File: src/wsc_pkg.sv
// ----------------------------------------------------------------------------
// wsc_pkg: shared types and constants of the waypoint steering command block
// Field widths, action codes, register indexes and pipeline dimensions.
// ----------------------------------------------------------------------------
package wsc_pkg;

   localparam int POS_W     = 20;
   localparam int HEAD_W    = 15;
   localparam int TURN_W    = 16;
   localparam int SPEED_W   = 14;
   localparam int TRIG_W    = 15;
   localparam int DIFF_W    = 21;
   localparam int RX_W      = 23;
   localparam int NUM_W     = 48;
   localparam int DEN_W     = 44;
   localparam int DIV_BITS  = 25;
   localparam int SC_LAT    = 12;
   localparam int ANGLE_W   = 12;

   localparam logic [HEAD_W-1:0] HALF_TURN    = 15'd11520;
   localparam logic [HEAD_W-1:0] FULL_TURN    = 15'd23040;
   localparam logic [HEAD_W-1:0] QUARTER_TURN = 15'd5760;
   localparam logic [HEAD_W-1:0] THREE_QUARTER_TURN = 15'd17280;
   localparam logic [HEAD_W-1:0] EIGHTH_TURN  = 15'd2880;

   localparam logic [1:0] ACT_FORWARD   = 2'd0;
   localparam logic [1:0] ACT_PIVOT_NEG = 2'd1;
   localparam logic [1:0] ACT_PIVOT_POS = 2'd2;

   localparam logic [2:0] REG_HALF_WHEEL = 3'd0;
   localparam logic [2:0] REG_OFFSET     = 3'd1;
   localparam logic [2:0] REG_FWD_SPEED  = 3'd2;
   localparam logic [2:0] REG_PIV_SPEED  = 3'd3;
   localparam logic [2:0] REG_PIV_THRESH = 3'd4;
   localparam logic [2:0] REG_MIN_FWD    = 3'd5;

   typedef struct packed {
      logic signed [POS_W-1:0]  cur_x;
      logic signed [POS_W-1:0]  cur_y;
      logic        [HEAD_W-1:0] cur_heading;
      logic signed [POS_W-1:0]  goal_x;
      logic signed [POS_W-1:0]  goal_y;
      logic        [HEAD_W-1:0] goal_heading;
   } req_item_type;

endpackage

File: src/wsc_divider.sv
// ----------------------------------------------------------------------------
// wsc_divider: pipelined restoring divider
// One quotient bit per stage; the quotient must fit in DIV_BITS bits.
// ----------------------------------------------------------------------------
module wsc_divider (
   input  logic                          clock,
   input  logic                          en,
   input  logic [wsc_pkg::NUM_W-1:0]     num,
   input  logic [wsc_pkg::DEN_W-1:0]     den,
   output logic [wsc_pkg::DIV_BITS-1:0]  quo
);
   import wsc_pkg::*;

   localparam int HI_W = NUM_W - DIV_BITS;

   logic [DEN_W-1:0]    rem_ff [DIV_BITS];
   logic [DIV_BITS-1:0] nlo_ff [DIV_BITS];
   logic [DIV_BITS-1:0] q_ff   [DIV_BITS];
   logic [DEN_W-1:0]    den_ff [DIV_BITS];

   logic [DEN_W-1:0]    rem_src [DIV_BITS];
   logic [DIV_BITS-1:0] nlo_src [DIV_BITS];
   logic [DIV_BITS-1:0] q_src   [DIV_BITS];
   logic [DEN_W-1:0]    den_src [DIV_BITS];

   for (genvar g = 0; g < DIV_BITS; g++) begin : g_stage
      logic [DEN_W:0] trial;
      if (g == 0) begin : g_first
         assign rem_src[g] = {{(DEN_W-HI_W){1'b0}}, num[NUM_W-1:DIV_BITS]};
         assign nlo_src[g] = num[DIV_BITS-1:0];
         assign q_src[g]   = '0;
         assign den_src[g] = den;
      end else begin : g_next
         assign rem_src[g] = rem_ff[g-1];
         assign nlo_src[g] = nlo_ff[g-1];
         assign q_src[g]   = q_ff[g-1];
         assign den_src[g] = den_ff[g-1];
      end
      assign trial = {rem_src[g], nlo_src[g][DIV_BITS-1]};

      always_ff @(posedge clock) begin
         if (en) begin
            if (trial >= {1'b0, den_src[g]}) begin
               rem_ff[g] <= DEN_W'(trial - {1'b0, den_src[g]});
               q_ff[g]   <= {q_src[g][DIV_BITS-2:0], 1'b1};
            end else begin
               rem_ff[g] <= trial[DEN_W-1:0];
               q_ff[g]   <= {q_src[g][DIV_BITS-2:0], 1'b0};
            end
            nlo_ff[g] <= {nlo_src[g][DIV_BITS-2:0], 1'b0};
            den_ff[g] <= den_src[g];
         end
      end
   end

   assign quo = q_ff[DIV_BITS-1];

endmodule

File: config.mk
export PLATFORM = sky130hd
export DESIGN_NAME = wsc_divider
export DESIGN_NICKNAME = d
export VERILOG_FILES = /design/src/wsc_pkg.sv /design/src/wsc_divider.sv
export SDC_FILE = /design/constraint.sdc
export NUM_CORES = 2
export LEC_CHECK = 0
export BUFFER_PORTS_ARGS = -buffer_cell sky130_fd_sc_hd__buf_4
export CAP_MARGIN = 20
export CORE_AREA = 4 4 510 512
export CTS_BUF_LIST = sky130_fd_sc_hd__clkbuf_16
export CTS_CLUSTER_DIAMETER = 100
export CTS_CLUSTER_SIZE = 30
export DETAILED_ROUTE_END_ITERATION = 12
export DIE_AREA = 0 0 514 516
export HOLD_SLACK_MARGIN = 0.02
export PLACE_DENSITY = 0.81
export SLEW_MARGIN = 20
export SYNTH_ARGS = -nofsm -noshare
export SYNTH_HDL_FRONTEND = slang
export SYNTH_SLANG_ARGS = --single-unit
File: constraint.sdc
create_clock -name clock -period 7.6 [get_ports clock]
set_input_delay 1.52 -clock clock [delete_from_list [all_inputs] [get_ports clock]]
set_output_delay 1.52 -clock clock [all_outputs]
set_load 0.005 [all_outputs]
=== Word-level counts from Yosys, hierarchy flattened ===
Memory sizes are Yosys's and may differ from the RTL's.
Index checks and enable logic that the tools add are counted.

* Register bits after elaboration: 0
* RAM bits: 3425
* Word-level logic and storage cells: 306
* Memories kept: 4

* Add/subtract/negate cells: 25
* Magnitude comparators: 25
* Mux-type cells: 202
* Bitwise gates (word level): 50

{| class="wikitable"
|+ Memory list
! memory !! depth !! width !! read ports !! clocked after Yosys merged registers in !! wr ports !! line !! source
|-
| den_ff || 25 || 44 || 24 || 0 || 25 || wsc_divider.sv:19 || <nowiki>logic [DEN_W-1:0] den_ff [DIV_BITS];</nowiki>
|-
| rem_ff || 25 || 44 || 24 || 0 || 25 || wsc_divider.sv:16 || <nowiki>logic [DEN_W-1:0] rem_ff [DIV_BITS];</nowiki>
|-
| q_ff || 25 || 25 || 25 || 0 || 25 || wsc_divider.sv:18 || <nowiki>logic [DIV_BITS-1:0] q_ff [DIV_BITS];</nowiki>
|-
| nlo_ff || 25 || 24 || 24 || 0 || 25 || wsc_divider.sv:17 || <nowiki>logic [DIV_BITS-1:0] nlo_ff [DIV_BITS];</nowiki>
|}

{| class="wikitable"
|+ Operators with widths
! kind !! number
|-
| $mux 44 || 25
|-
| $ge 45x44->1 || 24
|-
| $sub 44x44->44 || 24
|-
| $mux 25 || 25
|-
| $mux 1 || 152
|-
| $or 1x1->1 || 50
|-
| $ge 24x44->1 || 1
|-
| $sub 24x44->44 || 1
|}

=== Logic depth before layout (Yosys ltp) ===
An unclocked memory read counts as a cell.

* Word-level depth: 6
* Gate-level depth with buffers: 17

=== Worst setup path after synthesis ===
Ideal clock, no wire load.

* Kind: input to register
* Start: in en
* End: mem q_ff[20][0] (netlist: q_ff[1][100]), enable pin
* Library setup time: 0.446 ns
* Data arrival time: 4.416 ns
* Slack: 2.738 ns
* Cell stages on the path: 5
* Path buffers: 5
* Cells stage by stage: clkbuf_1 buf_1 clkbuf_1 clkbuf_1 clkbuf_1

{| class="wikitable"
|+ RTL lines
! item !! line !! source
|-
| start: declaration || wsc_divider.sv:7 || <nowiki>input logic en,</nowiki>
|-
| end: declaration || wsc_divider.sv:18 ||
|}

==> run summary <==
status: completed
library cells used by synthesis: 103
Comb power frac: 49.7%
total gr overflow: 0
Worst Hold Class: flop to flop
Mapped Cells: 13600
Starting Density: 59.6%
DP HPWL: 259 mm
Seq pwr share: 38.1%
minimum clock period: 5.31 ns
Max FO, Critical Path: 3
Layout area overhead: 5.31%
max_cap viols: 0
Switching Share: 38.9%
first-pass GRT wire length: 519 mm
syn_area_per_cell: 11.2 µm²
worst clock skew: 0.0518 ns
hold_buf cts: 0
unrepaired setup endpoints after global routing: false
crit end category: flop
# IOs: 119
WP data required: 8.17 ns
Final #Nets: 14700
most frequent cells after synthesis: edfxtp_1 (2736), inv_1 (1355), a21oi_1 (1085)
fmax: 188 MHz
post-synth top area share: 53.9%
# setup viols final: 0
most frequent cell after synthesis: edfxtp_1
total CTS buffers: 113
I/O Buffers: 118
DR pass1 iterations: 6
setup TNS: 0 ns
Clock Latency Late Sink: 0.84 ns
net load switching power: 24.4 mW
PwrDens: 391 nW/µm²
layout cells sized above 1: 6.30%
Fin. Hold Viols: 0
Fillers: 19700
reg2reg path depth: 16
Die Height: 516 µm
Rel. slew slack: 23.0%
crit-path cells: inv_1 -> ha_1 -> inv_1 -> fa_1 -> a21o_1 -> a21oi_1 -> o21a_1 -> nor3_1 -> o21ai_0 -> o21ai_0 -> a21oi_1 -> o31ai_1 -> a211oi_1 -> o21ai_0 -> xnor2_1 -> o21ai_0
DIE AREA: 265000 µm²
clock power share: 12.2%
Via density: 5.89
Slew Viols, Final: 0
gr usage total: 24.5%
Area contributors post-synth: edfxtp_1 (54%), ha_1 (8.9%), a21oi_1 (3.6%)
leakage power: 65.0 nW
worst vdd ir: 0.000285 V
worst setup path class: flop to flop
type of origin of the critical path: flop
initial DRC count: 6086
clk root buf: clkbuf_16
vias: 99800
row count: 186
Clock transition at path regs: 0.11 ns
worst path arrival time: 5.88 ns
worst slew pin tran: 1.14 ns
cts repair resizes: 0
DRC: 0
Finished Layout Cells: 16900
setup repair bufs after CTS: 0
Tcrit/Tclk final: 69.9%
largest net degree at the start of global routing: 194
DRT Wirelength: 332 mm
die span in x: 514 µm
wire per inst: 19.6 µm
number of global-route vias before repair: 102000
ys flop type: edfxtp_1
post-placement cell count: 16700
TritonCTS clock tree: yes
TritonCTS Sinks: 2737
Post-Syn Nets: 14800
Async S/R FF share, synth: 0%
synth warn: 0
Mapped Area: 152000 µm²
Hold Path Cell Cnt: 0
number of synthesized flops with an enable pin: 2736
H-tree depth: 3
post-route ant nets: 0
post-synthesis sequential area ratio: 53.9%
Max stage delay on crit path: 0.89 ns
largest area contributor in the netlist: edfxtp_1
clk buf depth: 3
GP Congestion: 1.02
FF+latch count, synth: 2737
core area: 256000 µm²
internal power: 38.3 mW
initial antenna violation count: 3
CP max-delay cell: a211oi_1
Worst path most repeated cell: o21ai_0
[metal layers]
layer	routed length [µm]	global-route usage, %
met5	0	0
met4	30700	19.7
met3	7960	1.88
met2	185000	49.8
met1	108000	21.7
[final timing paths]
check / endpoint / start / slack (ns)
max reg2reg: rem_ff[1][348]$_DFFE_PP_ / nlo_ff[1][167]$_DFFE_PP_ / 2.29
min reg2reg: q_ff[0][129]$_DFFE_PP_ / q_ff[0][103]$_DFFE_PP_ / 0.42
min: q_ff[0][129]$_DFFE_PP_ / q_ff[0][103]$_DFFE_PP_ / 0.42
max: rem_ff[1][348]$_DFFE_PP_ / nlo_ff[1][167]$_DFFE_PP_ / 2.29
[metrics by stage]
step	power, mW	setup slack (ns)	cell area (µm²)	hold WS, ns	util [%]
2_1_floorplan	47.2	2.74	152000	0.400	-
3_3_place_gp	54.4	1.99	157000	0.400	61.4
3_5_place_dp	55.0	2.35	157000	0.405	61.4
4_1_cts	62.7	2.39	161000	0.423	62.8
5_1_grt	67.0	1.96	161000	0.426	62.8
6_report	62.8	2.29	161000	0.417	62.8
[state kept, by name, indices dropped and copies added (netlist names)]
| signal | cells |
|---|---|
| den_ff | 1056 |
| nlo_ff | 300 |
| q_ff | 325 |
| rem_ff | 1056 |
[final cells by class]
class / instances / area (µm²) / share of cell area (%)
sequential: 2737 / 82200 / 51.2
multi-input combinational: 9059 / 63600 / 39.6
inverter: 1357 / 5090 / 3.17
tap: 3384 / 4230 / 2.64
clock buffer: 114 / 2850 / 1.78
timing repair buffer: 212 / 1820 / 1.14
clock inverter: 71 / 764 / 0.476
antenna: 1 / 2.50 / 0.00156
[power by group through the flow]
stage                     Sequential [mW]  Combinational, mW  Clock [mW]
final                                23.9               31.2        7.65
after floorplan                      23.4               23.8           0
after global placement               24.2               30.3           0
after global routing                 24.2               34.4        8.39
after detailed placement             24.2               30.8           0
after CTS                            23.9               31.0        7.84
[cell families (layout without fill, tap and decap cells)]
logic type,count (synthesis),in the layout,synth area share (%)
AO/OA/AOI/OAI,3712,3712,15.1
AND/OR/NAND/NOR,2929,2929,9.07
flip-flops,2737,2737,53.9
buffers and inverters,1791,1754,4.57
adder cells (fa/ha/maj),1104,1104,9.18
XOR/XNOR,944,944,5.42
multiplexers,370,370,2.80
other,0,1,0
[layout by cell type, fill, tap and decap left out, types with 31 or more instances in the layout]
cell type,count
edfxtp_1,2736
a31oi_1,124
a21oi_1,1082
and3_1,106
or3_1,33
o21a_1,108
nor2b_1,149
xnor2_1,552
nor2_1,635
a211oi_1,85
inv_1,1371
nand2b_1,143
nor3_1,132
nor4_1,31
buf_4,194
and2_1,75
nand4_1,219
nand3_1,193
o21ai_0,1017
xor2_1,392
clkbuf_16,114
a221oi_1,35
o31ai_1,59
nand2_1,1082
o211ai_1,47
ha_1,1080
a21o_1,639
mux2_2,313
o21bai_1,163
mux2_4,35
[critical path: cells and delay by family (launching register included)]
| family | cells | cell delay (ns) |
|---|---|---|
| simple gates | 1 | 0.10 |
| flops | 1 | 0.60 |
| compound gates | 10 | 3.38 |
| buf+inv | 2 | 0.20 |
| fa+ha+maj | 2 | 0.57 |
| xor+xnor | 1 | 0.18 |
No activity file was read; power rests on OpenSTA's default activity.
